==> src/sv/ptdba_pkg.sv <==
// types and constants for the paged top-down bump allocator
// used by ptdba_ctrl, ptdba_dp and paged_top_down_bump_allocator; no dependencies
`timescale 1ns / 1ps

package ptdba_pkg;

   // fixed field widths of the request and response
   localparam int KIND_W   = 2;
   localparam int SIZE_W   = 32;
   localparam int ALIGN_W  = 33;
   localparam int MARK_W   = 21;
   localparam int ADDR_W   = 32;
   localparam int CSR_W    = 21;
   localparam int CSR_IDX_W = 3;

   // request kinds
   typedef enum logic [KIND_W-1:0] {
      KIND_ALLOC  = 2'd0,
      KIND_MARK   = 2'd1,
      KIND_REWIND = 2'd2,
      KIND_NONE   = 2'd3
   } kind_type;

   // configuration register indexes
   localparam logic [CSR_IDX_W-1:0] CSR_LOW_ENABLE  = 3'd0;
   localparam logic [CSR_IDX_W-1:0] CSR_LOW_START   = 3'd1;
   localparam logic [CSR_IDX_W-1:0] CSR_LOW_END     = 3'd2;
   localparam logic [CSR_IDX_W-1:0] CSR_HIGH_ENABLE = 3'd3;
   localparam logic [CSR_IDX_W-1:0] CSR_HIGH_START  = 3'd4;
   localparam logic [CSR_IDX_W-1:0] CSR_HIGH_END    = 3'd5;
   localparam logic [CSR_IDX_W-1:0] CSR_SHARE       = 3'd6;

   // controller states
   typedef enum logic [1:0] {
      ST_IDLE = 2'b01,
      ST_EXEC = 2'b10
   } ctl_state_type;

   // controller to datapath commands
   typedef struct packed {
      logic capture;
      logic execute;
   } dp_cmd_type;

endpackage

==> src/sv/paged_top_down_bump_allocator.sv <==
// paged top-down bump allocator: one response per request; the request is captured
// on acceptance, computed in the execute state, and strobe and response are registered
// together; the controller holds busy in the execute state, so no new request is taken
// until it ends; the receiver cannot stall; synchronous reset clears the configuration,
// both tops and the controller state; depends on ptdba_pkg, ptdba_ctrl and ptdba_dp
`timescale 1ns / 1ps

module paged_top_down_bump_allocator #(
   parameter int PAGE_BITS     = 12,
   parameter int PAGE_NUM_BITS = 21
) (
   input  logic                            clock,
   input  logic                            reset,
   input  logic                            start,
   output logic                            busy,
   input  logic [ptdba_pkg::KIND_W-1:0]    req_kind,
   input  logic                            req_heap_select,
   input  logic [ptdba_pkg::SIZE_W-1:0]    req_size_bytes,
   input  logic [ptdba_pkg::ALIGN_W-1:0]   req_align_bytes,
   input  logic [ptdba_pkg::MARK_W-1:0]    req_mark_page,
   output logic                            rsp_valid,
   output logic                            rsp_ok,
   output logic [ptdba_pkg::ADDR_W-1:0]    rsp_alloc_byte_addr,
   output logic [ptdba_pkg::MARK_W-1:0]    rsp_mark_value,
   input  logic                            csr_we,
   input  logic [ptdba_pkg::CSR_IDX_W-1:0] csr_index,
   input  logic [ptdba_pkg::CSR_W-1:0]     csr_wdata
);
   import ptdba_pkg::*;

   dp_cmd_type cmd;

   // request sequencing
   ptdba_ctrl u_ctrl (
      .clock     (clock),
      .reset     (reset),
      .start     (start),
      .busy      (busy),
      .cmd       (cmd),
      .rsp_valid (rsp_valid)
   );

   // config, top pointers and compute
   ptdba_dp #(
      .PAGE_BITS     (PAGE_BITS),
      .PAGE_NUM_BITS (PAGE_NUM_BITS)
   ) u_dp (
      .clock               (clock),
      .reset               (reset),
      .cmd                 (cmd),
      .csr_we              (csr_we),
      .csr_index           (csr_index),
      .csr_wdata           (csr_wdata),
      .req_kind            (req_kind),
      .req_heap_select     (req_heap_select),
      .req_size_bytes      (req_size_bytes),
      .req_align_bytes     (req_align_bytes),
      .req_mark_page       (req_mark_page),
      .rsp_ok              (rsp_ok),
      .rsp_alloc_byte_addr (rsp_alloc_byte_addr),
      .rsp_mark_value      (rsp_mark_value)
   );

endmodule

==> src/sv/ptdba_ctrl.sv <==
// controller for the paged top-down bump allocator: request sequencing and strobe
// depends on ptdba_pkg
`timescale 1ns / 1ps

module ptdba_ctrl (
   input  logic                  clock,
   input  logic                  reset,
   input  logic                  start,
   output logic                  busy,
   output ptdba_pkg::dp_cmd_type cmd,
   output logic                  rsp_valid
);
   import ptdba_pkg::*;

   ctl_state_type state_ff, state_in;
   logic          rsp_valid_ff, rsp_valid_in;
   logic          accept;

   assign accept = start && (state_ff == ST_IDLE);

   // next state
   always_comb begin
      state_in = state_ff;
      case (state_ff)
         ST_IDLE: begin
            if (start) state_in = ST_EXEC;
         end
         ST_EXEC: begin
            state_in = ST_IDLE;
         end
         default: begin
            state_in = ST_IDLE;
         end
      endcase
   end

   // response strobe follows the execute cycle
   assign rsp_valid_in = (state_ff == ST_EXEC);

   always_ff @(posedge clock) begin
      if (reset) begin
         state_ff     <= ST_IDLE;
         rsp_valid_ff <= 1'b0;
      end else begin
         state_ff     <= state_in;
         rsp_valid_ff <= rsp_valid_in;
      end
   end

   assign busy        = (state_ff != ST_IDLE);
   assign cmd.capture = accept;
   assign cmd.execute = (state_ff == ST_EXEC);
   assign rsp_valid   = rsp_valid_ff;

`ifndef SYNTHESIS
   a_accept_to_exec: assert property (@(posedge clock) disable iff (reset)
      accept |=> busy)
      else $error("accepted request did not enter execute");
   a_exec_one_cycle: assert property (@(posedge clock) disable iff (reset)
      busy |=> (!busy && rsp_valid))
      else $error("execute did not finish with a response strobe");
   a_rsp_when_idle: assert property (@(posedge clock) disable iff (reset)
      rsp_valid |-> !busy)
      else $error("response strobe while still busy");
`endif

endmodule

==> src/sv/ptdba_dp.sv <==
// datapath for the paged top-down bump allocator: config, top pointers, compute
// depends on ptdba_pkg
`timescale 1ns / 1ps

module ptdba_dp #(
   parameter int PAGE_BITS     = 12,
   parameter int PAGE_NUM_BITS = 21
) (
   input  logic                                 clock,
   input  logic                                 reset,
   input  ptdba_pkg::dp_cmd_type                cmd,
   input  logic                                 csr_we,
   input  logic [ptdba_pkg::CSR_IDX_W-1:0]      csr_index,
   input  logic [ptdba_pkg::CSR_W-1:0]          csr_wdata,
   input  logic [ptdba_pkg::KIND_W-1:0]         req_kind,
   input  logic                                 req_heap_select,
   input  logic [ptdba_pkg::SIZE_W-1:0]         req_size_bytes,
   input  logic [ptdba_pkg::ALIGN_W-1:0]        req_align_bytes,
   input  logic [ptdba_pkg::MARK_W-1:0]         req_mark_page,
   output logic                                 rsp_ok,
   output logic [ptdba_pkg::ADDR_W-1:0]         rsp_alloc_byte_addr,
   output logic [ptdba_pkg::MARK_W-1:0]         rsp_mark_value
);
   import ptdba_pkg::*;

   localparam int PNB     = PAGE_NUM_BITS;
   localparam int PAGES_W = ALIGN_W - PAGE_BITS;
   localparam int CMP_W   = (PNB > PAGES_W) ? PNB : PAGES_W;

   // configuration registers and top pointers
   logic           low_en_ff, high_en_ff, share_ff;
   logic [PNB-1:0] low_start_ff, low_end_ff, high_start_ff, high_end_ff;
   logic [PNB-1:0] low_top_ff, low_top_in, high_top_ff, high_top_in;

   // captured request
   logic [KIND_W-1:0]  kind_ff;
   logic               sel_ff;
   logic [SIZE_W-1:0]  size_ff;
   logic [ALIGN_W-1:0] align_ff;
   logic [MARK_W-1:0]  mark_ff;

   // response payload
   logic              ok_ff, ok_in;
   logic [ADDR_W-1:0] addr_ff, addr_in;
   logic [MARK_W-1:0] mval_ff, mval_in;

   // compute signals
   logic [PNB+CSR_W-1:0]      wdata_ext;
   logic [PNB-1:0]            wdata_page;
   logic                      use_high, enabled;
   logic [PNB-1:0]            start_sel, end_sel, top_sel, top_new;
   logic                      top_wr;
   logic [ALIGN_W-1:0]        size_round, align_m1;
   logic [PAGES_W-1:0]        pages, amask;
   logic [CMP_W-1:0]          top_cmp, pages_cmp, diff;
   logic [PNB+PAGES_W-1:0]    amask_ext;
   logic [PNB-1:0]            page;
   logic                      fits;
   logic [PNB+PAGE_BITS+ADDR_W-1:0] addr_wide;
   logic [PNB+MARK_W-1:0]     top_ext, mark_ext;
   logic [PNB-1:0]            mark_pg;

   // config write data held to page-number width
   assign wdata_ext  = {{PNB{1'b0}}, csr_wdata};
   assign wdata_page = wdata_ext[PNB-1:0];

   // heap selection; a shared segment uses the low top for both heaps
   assign use_high  = sel_ff && !share_ff;
   assign enabled   = sel_ff ? high_en_ff : low_en_ff;
   assign start_sel = sel_ff ? high_start_ff : low_start_ff;
   assign end_sel   = sel_ff ? high_end_ff : low_end_ff;
   assign top_sel   = use_high ? high_top_ff : low_top_ff;

   // alloc: round up to pages, subtract, clear alignment bits
   assign size_round = {1'b0, size_ff} + ALIGN_W'((64'd1 << PAGE_BITS) - 64'd1);
   assign pages      = size_round[ALIGN_W-1:PAGE_BITS];
   assign top_cmp    = CMP_W'(top_sel);
   assign pages_cmp  = CMP_W'(pages);
   assign fits       = (pages_cmp <= top_cmp);
   assign diff       = top_cmp - pages_cmp;
   assign align_m1   = align_ff - ALIGN_W'(1);
   assign amask      = align_m1[ALIGN_W-1:PAGE_BITS];
   assign amask_ext  = {{PNB{1'b0}}, amask};
   assign page       = diff[PNB-1:0] & ~amask_ext[PNB-1:0];
   assign addr_wide  = {{(PAGE_BITS+ADDR_W){1'b0}}, page} << PAGE_BITS;

   // mark and rewind views of the page numbers
   assign top_ext  = {{MARK_W{1'b0}}, top_sel};
   assign mark_ext = {{PNB{1'b0}}, mark_ff};
   assign mark_pg  = mark_ext[PNB-1:0];

   // request result and top update
   always_comb begin
      ok_in   = 1'b0;
      addr_in = '0;
      mval_in = '0;
      top_wr  = 1'b0;
      top_new = top_sel;
      if (enabled) begin
         case (kind_type'(kind_ff))
            KIND_ALLOC: begin
               if (fits && (page >= start_sel)) begin
                  ok_in   = 1'b1;
                  addr_in = addr_wide[ADDR_W-1:0];
                  top_wr  = 1'b1;
                  top_new = page;
               end
            end
            KIND_MARK: begin
               ok_in   = 1'b1;
               mval_in = top_ext[MARK_W-1:0];
            end
            KIND_REWIND: begin
               if ((mark_pg > top_sel) && (mark_pg <= end_sel)) begin
                  ok_in   = 1'b1;
                  top_wr  = 1'b1;
                  top_new = mark_pg;
               end
            end
            default: begin
               ok_in = 1'b0;
            end
         endcase
      end
   end

   // top pointer next values: end writes reload, executes update
   always_comb begin
      low_top_in  = low_top_ff;
      high_top_in = high_top_ff;
      if (csr_we && (csr_index == CSR_LOW_END)) begin
         low_top_in = wdata_page;
      end else if (csr_we && (csr_index == CSR_HIGH_END)) begin
         high_top_in = wdata_page;
      end else if (cmd.execute && top_wr) begin
         if (use_high) high_top_in = top_new;
         else          low_top_in  = top_new;
      end
   end

   // configuration registers and tops
   always_ff @(posedge clock) begin
      if (reset) begin
         low_en_ff     <= 1'b0;
         high_en_ff    <= 1'b0;
         share_ff      <= 1'b0;
         low_start_ff  <= '0;
         low_end_ff    <= '0;
         high_start_ff <= '0;
         high_end_ff   <= '0;
         low_top_ff    <= '0;
         high_top_ff   <= '0;
      end else begin
         low_top_ff  <= low_top_in;
         high_top_ff <= high_top_in;
         if (csr_we) begin
            case (csr_index)
               CSR_LOW_ENABLE:  low_en_ff     <= csr_wdata[0];
               CSR_LOW_START:   low_start_ff  <= wdata_page;
               CSR_LOW_END:     low_end_ff    <= wdata_page;
               CSR_HIGH_ENABLE: high_en_ff    <= csr_wdata[0];
               CSR_HIGH_START:  high_start_ff <= wdata_page;
               CSR_HIGH_END:    high_end_ff   <= wdata_page;
               CSR_SHARE:       share_ff      <= csr_wdata[0];
               default:         share_ff      <= share_ff;
            endcase
         end
      end
   end

   // request capture and response payload
   always_ff @(posedge clock) begin
      if (cmd.capture) begin
         kind_ff  <= req_kind;
         sel_ff   <= req_heap_select;
         size_ff  <= req_size_bytes;
         align_ff <= req_align_bytes;
         mark_ff  <= req_mark_page;
      end
      if (cmd.execute) begin
         ok_ff   <= ok_in;
         addr_ff <= addr_in;
         mval_ff <= mval_in;
      end
   end

   assign rsp_ok              = ok_ff;
   assign rsp_alloc_byte_addr = addr_ff;
   assign rsp_mark_value      = mval_ff;

`ifndef SYNTHESIS
   a_fail_zero_payload: assert property (@(posedge clock) disable iff (reset)
      cmd.execute |=> (ok_ff || ((addr_ff == '0) && (mval_ff == '0))))
      else $error("failed request carries a nonzero payload");
   a_disabled_keeps_top: assert property (@(posedge clock) disable iff (reset)
      (cmd.execute && !enabled && !csr_we) |=>
         ($stable(low_top_ff) && $stable(high_top_ff)))
      else $error("disabled heap moved a top pointer");
`endif

endmodule

==> config.mk <==
export PLATFORM = sky130hd
export DESIGN_NAME = paged_top_down_bump_allocator
export DESIGN_NICKNAME = d
export VERILOG_FILES = /design/src/sv/ptdba_pkg.sv /design/src/sv/paged_top_down_bump_allocator.sv /design/src/sv/ptdba_ctrl.sv /design/src/sv/ptdba_dp.sv
export SDC_FILE = /design/constraint.sdc
export NUM_CORES = 1
export LEC_CHECK = 0
export ABC_CLOCK_PERIOD_IN_PS = 8700
export BUFFER_PORTS_ARGS = -buffer_cell sky130_fd_sc_hd__buf_2
export CELL_PAD_IN_SITES_DETAIL_PLACEMENT = 2
export CELL_PAD_IN_SITES_GLOBAL_PLACEMENT = 2
export CORE_ASPECT_RATIO = 1.2
export CORE_MARGIN = 2
export CORE_UTILIZATION = 37
export CTS_CLUSTER_DIAMETER = 120
export DETAILED_ROUTE_END_ITERATION = 8
export HOLD_SLACK_MARGIN = 0.06
export PLACE_DENSITY_LB_ADDON = 0.1
export SYNTH_ARGS = -nofsm -noshare
export SYNTH_HDL_FRONTEND = slang
export SYNTH_SLANG_ARGS = --single-unit
==> constraint.sdc <==
create_clock -name clock -period 8.7 [get_ports clock]
set_clock_uncertainty 0.15 [all_clocks]
set_input_delay 1.74 -clock clock [delete_from_list [all_inputs] [get_ports clock]]
set_output_delay 1.74 -clock clock [all_outputs]
set_load 0.05 [all_outputs]
# After elaboration in Yosys (flattened, before gate mapping)
# Index checks and enable logic that the tools add are counted.
dict set report totals {
  in_bits 117
  mem_bits_rw 0
  latch_bits 0
  out_inout_bits 56
  register_bits 275
  romBits 0
  mem_count 0
  wordCells 90
}
dict set report op_classes {
  n_lt_le_gt_ge 4
  mul 0
  n_div 0
  bitwise 4
  eq_ne 13
  shift 0
  muxes 20
  n_addsub 3
  n_reduce_logical 26
}
# operator n
set op_table {}
lappend op_table {{$mux W21} 13}
lappend op_table {{$le A21 B21 Y1} 2}
lappend op_table {{$pmux W21 S2} 1}
lappend op_table {{$add A32 B12 Y33 const B} 1}
lappend op_table {{$sub A33 B1 Y33 const B} 1}
lappend op_table {{$and A21 B21 Y21} 1}
lappend op_table {{$ge A21 B21 Y1} 1}
lappend op_table {{$gt A21 B21 Y1} 1}
lappend op_table {{$not A21 Y21} 1}
lappend op_table {{$sub A21 B21 Y21} 1}
lappend op_table {{$reduce_and A2 Y1} 9}
lappend op_table {{$eq A3 B3 Y1 const B} 3}
lappend op_table {{$reduce_and A3 Y1} 3}
lappend op_table {{$logic_and A1 B1 Y1} 7}
lappend op_table {{$eq A3 B2 Y1 const B} 2}
lappend op_table {{$reduce_bool A2 Y1} 3}
lappend op_table {{$eq A2 B1 Y1 const B} 2}
lappend op_table {{$eq A2 B2 Y1 const B} 2}
lappend op_table {{$mux W1} 4}
lappend op_table {{$ne A2 B1 Y1 const B} 2}
lappend op_table {{$eq A3 B1 Y1 const B} 1}
lappend op_table {{$logic_not A3 Y1} 1}
lappend op_table {{$pmux W1 S3} 1}
lappend op_table {{$logic_not A2 Y1} 1}
lappend op_table {{other kinds (5)} 6}

# Logic depth before layout (Yosys ltp)
# Gate-level depths: netlist (run 1).
dict set report depth {
  word_depth 14
  ltp_mapped 27
  depth_no_buf 25
}

# Hierarchy
# Synthesis (run 1) repeated with hierarchy kept, for this count alone.
dict set report hier_totals {
  cells_unflattened 1399
  area_unflattened_um2 13832.0
}
# module area_each_um2 n_inst seq_area_each_um2 cells_per_inst
set by_module_without_submodules {}
lappend by_module_without_submodules {ptdba_dp 13703.1 1 6516.2 1388}
lappend by_module_without_submodules {ptdba_ctrl 128.9 1 60.1 11}

# Worst setup path after synthesis (run 1)
# Ideal clock, no wire load.
dict set report synth_timing {
  path_kind {register -> register}
  start {register u_dp.sel_ff}
  end {register u_dp.low_top_ff[7]}
  arrival_time_ps 6342
  path_stages_with_launch 25
  required_ps 8479
  path_buffers 4
  setup_slack_ps 2137
  setup_time_ps 71
  synth_period_minus_slack_ps 6563
  cell_sequence {edfxtp_1 clkbuf_1 nor2b_1 clkbuf_1 buf_1 mux2i_1 inv_1 ha_1 a21oi_1 nand2_1 o2111a_1 nor3_1 o221ai_1 xor2_1 and2_1 ha_1 nand4_1 or4_1 o41ai_1 o22a_1 a22oi_2 clkbuf_1 nor3_1 o32ai_1 a21oi_1}
}
dict set report synth_between {
  elab_chain_cells 13
  elab_cells_between_ends 29
  classes_between {add/sub (1); order compare (4); eq/ne (1); mux (16); bitwise (1); reduce/logical (6)}
}
# element line
set synth_rtl {}
lappend synth_rtl {{start: declaration} ptdba_dp.sv:37} ;# logic sel_ff;
lappend synth_rtl {{start signal: assignment} ptdba_dp.sv:175} ;# sel_ff <= req_heap_select;
lappend synth_rtl {{$logic_and A1 B1 Y1 *} ptdba_dp.sv:68} ;# assign use_high = sel_ff && !share_ff;
lappend synth_rtl {{$mux W21 *} ptdba_dp.sv:72} ;# assign top_sel = use_high ? high_top_ff : low_top_ff;
lappend synth_rtl {{named net u_dp.top_cmp[7]} ptdba_dp.sv:55} ;# logic [CMP_W-1:0] top_cmp, pages_cmp, diff;
lappend synth_rtl {{$sub A21 B21 Y21} ptdba_dp.sv:80} ;# assign diff = top_cmp - pages_cmp;
lappend synth_rtl {{$and A21 B21 Y21} ptdba_dp.sv:84} ;# assign page = diff[PNB-1:0] & ~amask_ext[PNB-1:0];
lappend synth_rtl {{$ge A21 B21 Y1} ptdba_dp.sv:102} ;# if (fits && (page >= start_sel)) begin
lappend synth_rtl {{$logic_and A1 B1 Y1} ptdba_dp.sv:102}
lappend synth_rtl {{$mux W21} ptdba_dp.sv:102}
lappend synth_rtl {{$pmux W21 S2} ptdba_dp.sv:100} ;# case (kind_type'(kind_ff))
lappend synth_rtl {{$mux W21} ptdba_dp.sv:99} ;# if (enabled) begin
lappend synth_rtl {{$mux W21} ptdba_dp.sv:136} ;# if (use_high) high_top_in = top_new;
lappend synth_rtl {{$mux W21} ptdba_dp.sv:135} ;# end else if (cmd.execute && top_wr) begin
lappend synth_rtl {{$mux W21} ptdba_dp.sv:133} ;# end else if (csr_we && (csr_index == CSR_HIGH_END)) begin
lappend synth_rtl {{$mux W21} ptdba_dp.sv:131} ;# if (csr_we && (csr_index == CSR_LOW_END)) begin
lappend synth_rtl {{end signal: assignment} ptdba_dp.sv:154} ;# low_top_ff <= low_top_in;
lappend synth_rtl {{end: declaration} ptdba_dp.sv:33} ;# logic [PNB-1:0] low_top_ff, low_top_in, high_top_ff, high_top_in;
# The timed path passes the listed nets; every way through them passes the cells marked *. The select of a mux whose other input is x is not followed.
# A chain may end at the register's enable or synchronous reset.

# Final worst setup path (run 1)
dict set report layout_timing {
  start {register u_dp.size_ff[6]}
  end {register u_dp.low_top_ff[17]}
}
dict set report layout_between {
  elab_chain_cells 12
  elab_cells_between_ends 19
  classes_between {add/sub (2); order compare (2); mux (10); bitwise (1); reduce/logical (4)}
}
# element line
set layout_rtl {}
lappend layout_rtl {{start: declaration} ptdba_dp.sv:38} ;# logic [SIZE_W-1:0] size_ff;
lappend layout_rtl {{start signal: assignment} ptdba_dp.sv:176} ;# size_ff <= req_size_bytes;
lappend layout_rtl {{$add A32 B12 Y33 *} ptdba_dp.sv:75} ;# assign size_round = {1'b0, size_ff} + ALIGN_W'((64'd1 << PAGE_BITS) - 64'd1);
lappend layout_rtl {{$sub A21 B21 Y21 *} ptdba_dp.sv:80}
lappend layout_rtl {{$and A21 B21 Y21 *} ptdba_dp.sv:84}
lappend layout_rtl {{named net u_dp.page[14]} ptdba_dp.sv:57} ;# logic [PNB-1:0] page;
lappend layout_rtl {{$ge A21 B21 Y1 *} ptdba_dp.sv:102}
lappend layout_rtl {{$logic_and A1 B1 Y1 *} ptdba_dp.sv:102}
lappend layout_rtl {{$mux W21} ptdba_dp.sv:102}
lappend layout_rtl {{$pmux W21 S2} ptdba_dp.sv:100}
lappend layout_rtl {{$mux W21} ptdba_dp.sv:99}
lappend layout_rtl {{$mux W21} ptdba_dp.sv:136}
lappend layout_rtl {{$mux W21} ptdba_dp.sv:135}
lappend layout_rtl {{$mux W21} ptdba_dp.sv:133}
lappend layout_rtl {{$mux W21} ptdba_dp.sv:131}
# Marks and branches as above.

==> flow_metrics.env, run 1 <==
export IMPL_status="complete, no violations"
export IMPL_dpl_cell_count=2004
export IMPL_cts_root_buf="clkbuf_16"
export IMPL_ir_drop_v=0.000168
export IMPL_ios=173
export IMPL_num_rows=77
export IMPL_netlist_instances=1413
export IMPL_finish_utilization_pct=43.4
export IMPL_leakage_nw=6.44
export IMPL_slowest_stage="nor2_1"
export IMPL_drt_iter0_drc=550
export IMPL_n_fill_cell=3995
export IMPL_synthArstFlopShare_pct=0
export IMPL_start_kind="register"
export IMPL_fin_cells=2059
export IMPL_synth_top_family_by_area="simple AND/OR/NAND/NOR gates"
export IMPL_finalSetupViolations=0
export IMPL_yosys_area_share_adder_pct=7.86
export IMPL_antenna_left=0
export IMPL_drive_above_1_share_pct=16.0
export IMPL_post_cts_buffers=0
export IMPL_final_common_cell="nand2_1"
export IMPL_ys_types=70
export IMPL_worstSetupPathDepth=23
export IMPL_cp_end_kind="register"
export IMPL_timing_rr_start="u_dp.size_ff[6]"
export IMPL_hold_viol=0
export IMPL_swShare_pct=26.5
export IMPL_synth_top_area_share_pct=28.9
export IMPL_die_h_um=214
export IMPL_p_int_mw=2.19
export IMPL_drv_cap=0
export IMPL_gp_congestion=0.864
export IMPL_clk_pin_slew_worst_paths_ns=0.06
export IMPL_grt_pass1_wl_mm=77.1
export IMPL_grt_max_degree=92
export IMPL_wirelength_mm=51.3
export IMPL_ff2ff_setup_slack_ns=0.83
export IMPL_pwr_share_seq_pct=46.2
export IMPL_core_um2=36600
export IMPL_yosysTopAreaCell="edfxtp_1"
export IMPL_layout_setup_ws_ns=0.834
export IMPL_finalCriticalPeriod_ns=7.87
export IMPL_crit_chain="nor4_1 -> a311o_1 -> nor4_1 -> and2_1 -> nand2_1 -> xor2_1 -> ha_1 -> a21oi_1 -> nand2_1 -> o2111a_1 -> nor3_1 -> o21ai_0 -> xor2_1 -> and2_1 -> ha_1 -> nand4_1 -> or4_1 -> o41ai_1 -> o22ai_1 -> nor2_1 -> a22oi_1 -> or4_1 -> a31oi_1"
export IMPL_clock_sinks=263
export IMPL_wire_per_inst_um=24.9
export IMPL_antenna_cells=0
export IMPL_synth_main_ff_cell="dfxtp_1"
export IMPL_switching_power_mw=0.793
export IMPL_hold_start="u_dp.low_start_ff[17]"
export IMPL_rr_worst_depth=23
export IMPL_cp_buffers_inverters=0
export IMPL_vias=11600
export IMPL_setup_tns_ns=0
export IMPL_clock_fmax_mhz=127
export IMPL_cts_htree_levels=1
export IMPL_ys_seq_elements=263
export IMPL_synth_simple_gate_area_share_pct=18.1
export IMPL_vias_per_cell=5.63
export IMPL_hp_class="register to register"
export IMPL_hold_depth=2
export IMPL_slew_headroom_pct=29.4
export IMPL_grt_use_total_pct=26.6
export IMPL_ctsResizeCount=0
export IMPL_drc=0
export IMPL_p_per_area_nw_per_um2=188
export IMPL_cp_slowest_stage_delay_ns=0.75
export IMPL_ys_seq_area_share_pct=48.3
export IMPL_gr_total_overflow=0
export IMPL_final_cell_mix="nand2_1 (234), buf_2 (159), dfxtp_1 (132)"
export IMPL_worstHoldEndpoint="u_dp.low_start_ff[17]"
export IMPL_p_comb_share_pct=11.1
export IMPL_numCtsBuffers=30
export IMPL_p_clk_share_pct=42.7
export IMPL_final_max_slew_violation_count=0
export IMPL_rsz0062_at_grt="no"
export IMPL_synth_compound_area_share_pct=13.7
export IMPL_area_delta_synth_final_pct=16.7
export IMPL_dieArea_um2=38400
export IMPL_cts_tree="done"
export IMPL_tightest_slew_ns=1.06
export IMPL_multiInputGateArea_um2=6590
export IMPL_syn_area_per_cell_um2=9.64
export IMPL_hold_buffers=0
export IMPL_drtPass1Iterations=4
export IMPL_synth_xor_area_share_pct=3.08
export IMPL_reg2reg_to="u_dp.low_top_ff[17]"
export IMPL_min_period_over_period_pct=90.4
export IMPL_synth_edff_count=131
export IMPL_clockBufferDepth=3
export IMPL_crit_fanout=12
export IMPL_yosys_warnings=0
export IMPL_first_global_vias=12600
export IMPL_antenna_found_initial=0
export IMPL_initial_core_util_pct=37.2
export IMPL_worstSetupPathType="register to register"
export IMPL_numPortBuffers=160
export IMPL_pre_cts_slack_ns=1.04
export IMPL_synth_area_leaders="edfxtp_1 (29%), dfxtp_1 (19%), ha_1 (7.7%)"
export IMPL_fin_nets=1764
export IMPL_crit_family="simple AND/OR/NAND/NOR gates"
export IMPL_muxShareOfSynthArea_pct=5.16
export IMPL_worstPathRequired_ns=9.03
export IMPL_clock_latency_ns=0.58
export IMPL_arrival_ns=8.20
export IMPL_ff_latch_area_um2=6580
export IMPL_dp_hpwl_mm=38.9
export IMPL_dieWidth_um=179
export IMPL_synth_area_um2=13600
==> routing by layer <==
metal	up-vias	wire length, um	global-route usage (%)
li1	5408	-	-
met1	5881	22600	34.6
met2	236	25500	46.4
met3	71	1860	3.21
met4	0	1320	7.07
met5	-	0	0
==> area by class of cell <==
class,count,share of cell area (%)
multi-input cells,1034,41.4
flip-flops and latches,263,41.4
repair buffers,185,6.23
clock buffers,34,4.95
well taps,474,3.73
clock inverters,21,1.17
inverters,48,1.15
==> synthesized netlist by cell type, drive strengths merged, types with 3 or more instances <==
cell,number
nand2b,7
a22o,5
nor4,14
a31oi,27
xor2,25
inv,48
nand4,14
a211oi,4
ha,84
o211ai,6
or3b,3
o41ai,9
a21o,18
o31ai,8
o2111ai,3
a21oi,129
nand3b,3
nor2b,7
and3,18
clkbuf,60
o21a,3
o32ai,9
or4,8
nand3,52
nor2,99
a221oi,5
xnor2,23
or3,7
edfxtp,131
and2,14
or2,7
nand2,234
a2111oi,3
nor3,26
buf,19
o21ai,24
mux2i,68
dfxtp,132
a211o,5
o221ai,4
a221o,7
and4,12
a32o,3
==> cells by family after synthesis <==
family	after synthesis
AOI/OAI and AO/OA	290
xor gates and xnor gates	48
adders and majority gates	85
buffers and inverters	127
DFF	263
muxes	70
other	1
and+or+nand+nor	529
==> registers in the layout, indices dropped and copies added, names as in the netlist, 20 cells and up <==
name,flops
u_dp.size_ff,32
u_dp.high_top_ff,21
u_dp.rsp_mark_value,21
u_dp.high_end_ff,21
u_dp.rsp_alloc_byte_addr,20
u_dp.mark_ff,21
u_dp.low_start_ff,21
u_dp.high_start_ff,21
u_dp.align_ff,33
u_dp.low_top_ff,21
u_dp.low_end_ff,21
==> worst max path at each step <==
stage | slack, ns | endpoint | start
floorplan | 2.14 | u_dp.low_top_ff[7] | u_dp.sel_ff
global placement | 1.23 | u_dp.low_top_ff[17] | u_dp.size_ff[8]
detailed placement | 1.04 | u_dp.low_top_ff[17] | u_dp.size_ff[7]
CTS | 0.83 | u_dp.low_top_ff[17] | u_dp.size_ff[6]
global route | 0.22 | u_dp.low_top_ff[17] | u_dp.size_ff[7]
finish | 0.83 | u_dp.low_top_ff[17] | u_dp.size_ff[6]
==> per-stage QoR <==
step                      hold WS, ns  total power, mW  cell area [um^2]
after detailed placement        0.301             1.74             14900
after global placement          0.289             1.72             14900
final                           0.306             2.99             15900
after CTS                       0.309             3.02             15900
after global routing            0.334             3.09             15900
after floorplan                 0.281             1.60             13700
==> worst reg2reg max path, stage by stage, from the launching register on <==
cell and delay [ns]:
edfxtp_1 0.33, nor4_1 0.07, a311o_1 0.40, nor4_1 0.54, and2_1 0.27, nand2_1 0.08
xor2_1 0.15, ha_1 0.36, a21oi_1 0.23, nand2_1 0.09, o2111a_1 0.29, nor3_1 0.58
o21ai_0 0.23, xor2_1 0.19, and2_1 0.18, ha_1 0.29, nand4_1 0.17, or4_1 0.58
o41ai_1 0.65, o22ai_1 0.21, nor2_1 0.75, a22oi_1 0.23, or4_1 0.54, a31oi_1 0.21
==> power groups by stage <==
stage / Clock, mW / Sequential [mW] / Combinational [mW]
6_report: 1.27 / 1.38 / 0.330
5_1_grt: 1.35 / 1.38 / 0.363
4_1_cts: 1.30 / 1.38 / 0.334
3_5_place_dp: 0 / 1.41 / 0.331
3_3_place_gp: 0 / 1.40 / 0.318
2_1_floorplan: 0 / 1.40 / 0.205
No activity file was read; power rests on OpenSTA's default activity.
==> run 2: changes to the inputs <==
--- a/config.mk
+++ b/config.mk
@@ -5,13 +5,13 @@
 export SDC_FILE = /design/constraint.sdc
 export NUM_CORES = 1
 export LEC_CHECK = 0
-export ABC_CLOCK_PERIOD_IN_PS = 8700
+export ABC_CLOCK_PERIOD_IN_PS = 9450
 export BUFFER_PORTS_ARGS = -buffer_cell sky130_fd_sc_hd__buf_2
 export CELL_PAD_IN_SITES_DETAIL_PLACEMENT = 2
 export CELL_PAD_IN_SITES_GLOBAL_PLACEMENT = 2
 export CORE_ASPECT_RATIO = 1.2
 export CORE_MARGIN = 2
-export CORE_UTILIZATION = 37
+export CORE_UTILIZATION = 40
 export CTS_CLUSTER_DIAMETER = 120
 export DETAILED_ROUTE_END_ITERATION = 8
 export HOLD_SLACK_MARGIN = 0.06
==> constraint.sdc (replaced) <==
create_clock -name clock -period 9.45 [get_ports clock]
set_clock_uncertainty 0.15 [all_clocks]
set_input_delay 1.89 -clock clock [delete_from_list [all_inputs] [get_ports clock]]
set_output_delay 1.89 -clock clock [all_outputs]
set_load 0.05 [all_outputs]
==> run 2 against run 1 <==
Against the previous run:
- count of clock-buffer cells in the layout rose by 10
- utilization grew 3.4 points
- register-to-register slack gained 0.34 ns
- wire length is 1.7% higher
- cell area shrank 0.57%
- first-iteration DRC count increased by 18%
- fmax shrank 5.0%
- combinational power down 7.6%
- critical path depth down 3
==> flow_metrics.env, run 2 (synthesis results as in run 1) <==
export IMPL_initial_core_util_pct=40.3
export IMPL_ctsResizeCount=0
export IMPL_rsz0062_at_grt="no"
export IMPL_top_register="u_dp.align_ff"
export IMPL_ir_drop_v=0.000164
export IMPL_fin_nets=1757
export IMPL_min_period_over_period_pct=87.6
export IMPL_grt_pass1_wl_mm=78.3
export IMPL_first_global_vias=12900
export IMPL_final_common_cell="nand2_1"
export IMPL_ios=173
export IMPL_cts_tree="done"
export IMPL_grt_max_degree=94
export IMPL_tightest_slew_ns=1.17
export IMPL_clockBufferDepth=3
export IMPL_hold_buffers=0
export IMPL_finalCriticalPeriod_ns=8.28
export IMPL_antenna_left=0
export IMPL_gp_congestion=0.864
export IMPL_dpl_cell_count=1980
export IMPL_cts_root_buf="clkbuf_16"
export IMPL_arrival_ns=8.53
export IMPL_finalSetupViolations=0
export IMPL_vias_per_cell=5.78
export IMPL_core_um2=33800
export IMPL_dp_hpwl_mm=39.0
export IMPL_antenna_found_initial=1
export IMPL_clock_sinks=263
export IMPL_fin_cells=2034
export IMPL_wire_per_inst_um=25.6
export IMPL_gr_total_overflow=0
export IMPL_ff_latch_area_um2=6580
export IMPL_reg_top3="u_dp.align_ff (33), u_dp.size_ff (32)"
export IMPL_clk_pin_slew_worst_paths_ns=0.06
export IMPL_post_cts_buffers=0
export IMPL_drt_iter0_drc=651
export IMPL_drtPass1Iterations=5
export IMPL_die_h_um=206
export IMPL_clock_latency_ns=0.58
export IMPL_wirelength_mm=52.1
export IMPL_vias=11800
export IMPL_leakage_nw=6.43
export IMPL_multiInputGateArea_um2=6580
export IMPL_postPlaceCellArea_um2=14900
export IMPL_largest_reg_flops=33
export IMPL_hold_viol=0
export IMPL_slew_headroom_pct=21.9
export IMPL_clock_fmax_mhz=121
export IMPL_p_per_area_nw_per_um2=172
export IMPL_dieWidth_um=173
export IMPL_num_rows=74
export IMPL_final_cell_mix="nand2_1 (234), buf_2 (159), dfxtp_1 (132)"
export IMPL_finish_utilization_pct=46.8
export IMPL_dieArea_um2=35600
export IMPL_numCtsBuffers=29
export IMPL_setup_tns_ns=0
export IMPL_numPortBuffers=160
export IMPL_cts_htree_levels=1
export IMPL_crit_fanout=21
export IMPL_start_kind="register"
export IMPL_final_cell_area_um2=15800
export IMPL_cp_end_kind="register"
export IMPL_antenna_cells=0
export IMPL_n_fill_cell=3630
export IMPL_worstSetupPathType="register to register"
export IMPL_area_delta_synth_final_pct=16.0
export IMPL_status="complete, no violations"
export IMPL_drc=0
export IMPL_worstPathRequired_ns=9.70
export IMPL_drive_above_1_share_pct=15.8
export IMPL_hp_class="register to register"
export IMPL_drv_cap=0
export IMPL_grt_use_total_pct=29.0
export IMPL_final_max_slew_violation_count=0
export IMPL_holdWs_ns=0.308
-- run 2: cell count changes in the layout (fill, tap and decap cells not counted), sizes merged --
cell,delta
clkbuf,+10
buf,-6
clkinvlp,-5
clkinv,-4
bufinv,-2
-- run 2: power by group --
group	switching (mW)	internal (mW)	total, mW	leakage [nW]
Combinational	0.201	0.103	0.305	3.58
Clock	0.483	0.664	1.15	0.484
Sequential	0.0345	1.24	1.27	2.37
Total	0.719	2.01	2.73	6.43
-- run 2: critical path: stages (launching register included) --
cell and delay [ns]:
edfxtp_1 0.35, nor2b_2 0.72, buf_4 0.28, mux2i_1 0.45, inv_1 0.18, ha_1 0.42, a21oi_1 0.35, o21ai_0 0.25
o31ai_1 0.63, o31ai_1 0.17, xor2_1 0.21, and2_1 0.18, ha_1 0.33, nand4_1 0.14, or4_1 0.55, o41ai_1 0.60
o22a_1 0.55, a22o_1 0.45, nand2b_1 0.55, nor3_1 0.42, o32ai_1 0.14
-- run 2: per-layer routing --
metal / GRT usage (%) / vias to the layer above / wire (um)
li1: - / 5398 / -
met2: 52.2 / 323 / 25800
met1: 34.4 / 5936 / 21700
met3: 5.76 / 101 / 2820
met5: 0 / - / 13
met4: 10.5 / 2 / 1800
-- run 2: cell type report --
cell class,count,share of cell area [%]
repair buffers,179,5.98
clock buffers,44,5.54
inverters,48,1.16
clock inverters,10,0.498
well taps,456,3.61
multi-input cells,1034,41.6
flip-flops and latches,263,41.6
-- run 2: worst paths after layout --
check,startpoint,endpoint,slack (ns),cells past startpoint
max,u_dp.sel_ff,u_dp.high_top_ff[19],1.17,20
min,u_dp.low_end_ff[20],u_dp.low_end_ff[20],0.31,2
max reg2reg,u_dp.sel_ff,u_dp.high_top_ff[19],1.17,20
min reg2reg,u_dp.low_end_ff[20],u_dp.low_end_ff[20],0.31,2
-- run 2: metrics by stage --
| stage | total power [mW] | worst slack (ns) |
|---|---|---|
| 2_1_floorplan | 1.47 | 2.89 |
| 3_3_place_gp | 1.58 | 1.64 |
| 3_5_place_dp | 1.60 | 1.27 |
| 4_1_cts | 2.75 | 1.20 |
| 5_1_grt | 2.82 | 0.622 |
| 6_report | 2.73 | 1.17 |
==> run 3: changes to the inputs <==
--- a/config.mk
+++ b/config.mk
@@ -18,4 +18,5 @@
 export PLACE_DENSITY_LB_ADDON = 0.1
 export SYNTH_ARGS = -nofsm -noshare
 export SYNTH_HDL_FRONTEND = slang
+export SYNTH_HIERARCHICAL = 1
 export SYNTH_SLANG_ARGS = --single-unit
==> run 3 against run 2 <==
Against the previous run:
- fmax down 0.13%
- largest power group unchanged
- clock power down 5%
- flip-flop and latch count unchanged
- critical path depth up 7
- total power down 1.8%
==> flow_metrics.env, run 3 <==
export IMPL_final_common_cell="nand2_1"
export IMPL_pwr_share_seq_pct=47.7
export IMPL_grt_use_total_pct=27.8
export IMPL_grt_util_met3_pct=3.00
export IMPL_cts_tree="done"
export IMPL_switching_power_mw=0.699
export IMPL_synth_commonest_cells="nand2_1 (218), dfxtp_1 (132), edfxtp_1 (131), a21oi_1 (127), nor2_1 (107)"
export IMPL_p_clk_share_pct=40.8
export IMPL_dp_hpwl_mm=37.9
export IMPL_fin_nets=1741
export IMPL_start_kind="register"
export IMPL_p_per_area_nw_per_um2=168
export IMPL_tightest_slew_ns=1.23
export IMPL_synth_area_um2=13800
export IMPL_ctsResizeCount=0
export IMPL_holdWs_ns=0.308
export IMPL_synth_main_ff_cell="dfxtp_1"
export IMPL_postPlaceCellArea_um2=15000
export IMPL_crit_path_end="u_dp/low_top_ff[3]"
export IMPL_synth_area_leaders="edfxtp_1 (28%), dfxtp_1 (19%), ha_1 (7.6%)"
export IMPL_ys_types=82
export IMPL_netlist_instances=1399
export IMPL_gp_congestion=0.906
export IMPL_drc=0
export IMPL_clock_latency_ns=0.57
export IMPL_drive_above_1_share_pct=17.5
export IMPL_yosys_warnings=6
export IMPL_drtPass1Iterations=5
export IMPL_arrival_ns=8.59
export IMPL_final_cell_mix="nand2_1 (218), buf_2 (159), dfxtp_1 (132)"
export IMPL_p_int_mw=1.98
export IMPL_grt_max_degree=71
export IMPL_rr_worst_depth=27
export IMPL_ys_seq_elements=263
export IMPL_hp_class="register to register"
export IMPL_ys_seq_area_share_pct=47.5
export IMPL_cts_htree_levels=1
export IMPL_clock_fmax_mhz=121
export IMPL_largest_reg_flops=33
export IMPL_antenna_cells=0
export IMPL_grt_pass1_wl_mm=77.0
export IMPL_swShare_pct=26.1
export IMPL_ios=173
export IMPL_crit_fanout=25
export IMPL_worstSetupPathType="register to register"
export IMPL_antenna_left=0
export IMPL_drv_cap=0
export IMPL_final_max_slew_violation_count=0
export IMPL_synthArstFlopShare_pct=0
export IMPL_core_um2=34100
export IMPL_die_h_um=208
export IMPL_setup_tns_ns=0
export IMPL_dieArea_um2=36100
export IMPL_drt_iter0_drc=641
export IMPL_finalSetupViolations=0
export IMPL_n_fill_cell=3694
export IMPL_finalCriticalPeriod_ns=8.29
export IMPL_timing_rr_start="u_dp/size_ff[3]"
export IMPL_hold_buffers=0
export IMPL_top_register="u_dp/align_ff"
export IMPL_wire_per_inst_um=25.3
export IMPL_power_mw=2.68
export IMPL_numCtsBuffers=28
export IMPL_grtUsageMet2_pct=52.8
export IMPL_clockBufferDepth=3
export IMPL_clk_pin_slew_worst_paths_ns=0.06
export IMPL_initial_core_util_pct=40.6
export IMPL_first_global_vias=12800
export IMPL_leakage_nw=6.06
export IMPL_hold_viol=0
export IMPL_worstPathRequired_ns=9.75
export IMPL_gr_usage_met1_pct=31.8
export IMPL_ir_drop_v=0.000150
export IMPL_cts_root_buf="clkbuf_16"
export IMPL_busiest_layer="met2"
export IMPL_crit_start="u_dp/size_ff[3]"
export IMPL_synth_top_area_share_pct=28.4
export IMPL_min_period_over_period_pct=87.7
export IMPL_reg_top3="u_dp/align_ff (33), u_dp/size_ff (32)"
export IMPL_reg2reg_to="u_dp/low_top_ff[3]"
export IMPL_cp_end_kind="register"
export IMPL_p_comb_share_pct=11.5
export IMPL_slew_headroom_pct=18.2
export IMPL_gr_total_overflow=0
export IMPL_area_delta_synth_final_pct=15.1
export IMPL_clock_sinks=263
export IMPL_antenna_found_initial=1
export IMPL_rsz0062_at_grt="no"
export IMPL_synth_edff_count=131
export IMPL_numPortBuffers=160
export IMPL_dieWidth_um=174
export IMPL_post_cts_buffers=0
export IMPL_vias_per_cell=5.77
export IMPL_wirelength_mm=50.9
export IMPL_syn_area_per_cell_um2=9.89
export IMPL_num_rows=74
export IMPL_synth_most_common_cell="nand2_1"
export IMPL_vias=11600
export IMPL_final_cell_area_um2=15900
export IMPL_yosysTopAreaCell="edfxtp_1"
export IMPL_status="complete, no violations"
export IMPL_ff2ff_setup_slack_ns=1.16
run 3: final cells by class:
type                            instances  area (um^2)  share of cell area [%]
Clock inverter                          6         53.8                   0.338
Clock buffer                           42          835                    5.24
Timing Repair Buffer                  179          946                    5.94
Inverter                               42          158                   0.990
Multi-Input combinational cell       1025         6780                    42.6
Tap cell                              456          571                    3.58
Sequential cell                       263         6580                    41.3
run 3: how the worst min path moves through the flow:
stage	start	endpoint	cells after the start
after CTS	u_dp/high_start_ff[4]	u_dp/high_start_ff[4]	2
after floorplan	u_dp/high_end_ff[0]	u_dp/high_end_ff[0]	2
after global routing	u_dp/high_start_ff[4]	u_dp/high_start_ff[4]	2
after global placement	u_dp/low_start_ff[17]	u_dp/low_start_ff[17]	2
after detailed placement	u_dp/low_end_ff[7]	u_dp/low_end_ff[7]	2
final	u_dp/high_start_ff[4]	u_dp/high_start_ff[4]	2
run 3: worst max-delay path, cell delays in order, from the launching register on:
cell      delay, ns
edfxtp_1       0.34
nor4_1         0.08
a31oi_1        0.38
and3_1         0.30
nand3_1        0.19
nor3_1         0.85
nand2_1        0.28
nor2_1         0.24
xnor2_1        0.18
ha_1           0.38
nand2_1        0.31
o21ai_0        0.18
a221o_1        0.37
a21oi_1        0.32
a21boi_0       0.15
nor3b_1        0.37
ha_1           0.25
nand4_1        0.15
nor4_1         0.45
o41ai_1        0.16
o311a_1        0.34
a21o_1         0.22
a21o_1         0.40
buf_4          0.32
a21boi_2       0.13
buf_4          0.32
nor2_1         0.08
o32ai_1        0.28
run 3: cells by family after synthesis:
family | synth area share, %
AO/OA/AOI/OAI | 15.3
XOR/XNOR | 2.85
adder cells (fa/ha/maj) | 7.74
buffers and inverters | 3.96
flip-flops | 47.5
multiplexers | 5.02
other | 0.0271
AND/OR/NAND/NOR | 17.6
run 3: power by group through the flow:
stage	Combinational (mW)	Clock [mW]	Sequential (mW)
2_1_floorplan	0.185	0	1.30
3_3_place_gp	0.292	0	1.30
3_5_place_dp	0.305	0	1.30
4_1_cts	0.309	1.12	1.28
5_1_grt	0.337	1.16	1.28
6_report	0.309	1.09	1.28
run 3: metal layers:
metal	part of all wire, %	vias to the layer above
met3	3.4	95
met4	3.9	2
met1	39	5904
met2	53	277
met5	0.026	-
li1	-	5343
run 3: stage by stage:
stage / cells / utilization [%] / setup WS (ns)
finish: 2013 / 46.7 / 1.16
global route: 2013 / 46.7 / 0.557
CTS: 2013 / 46.7 / 1.29
detailed placement: 1965 / 44.1 / 1.37
global placement: 1965 / 44.1 / 2.00
floorplan: 1410 / - / 3.35
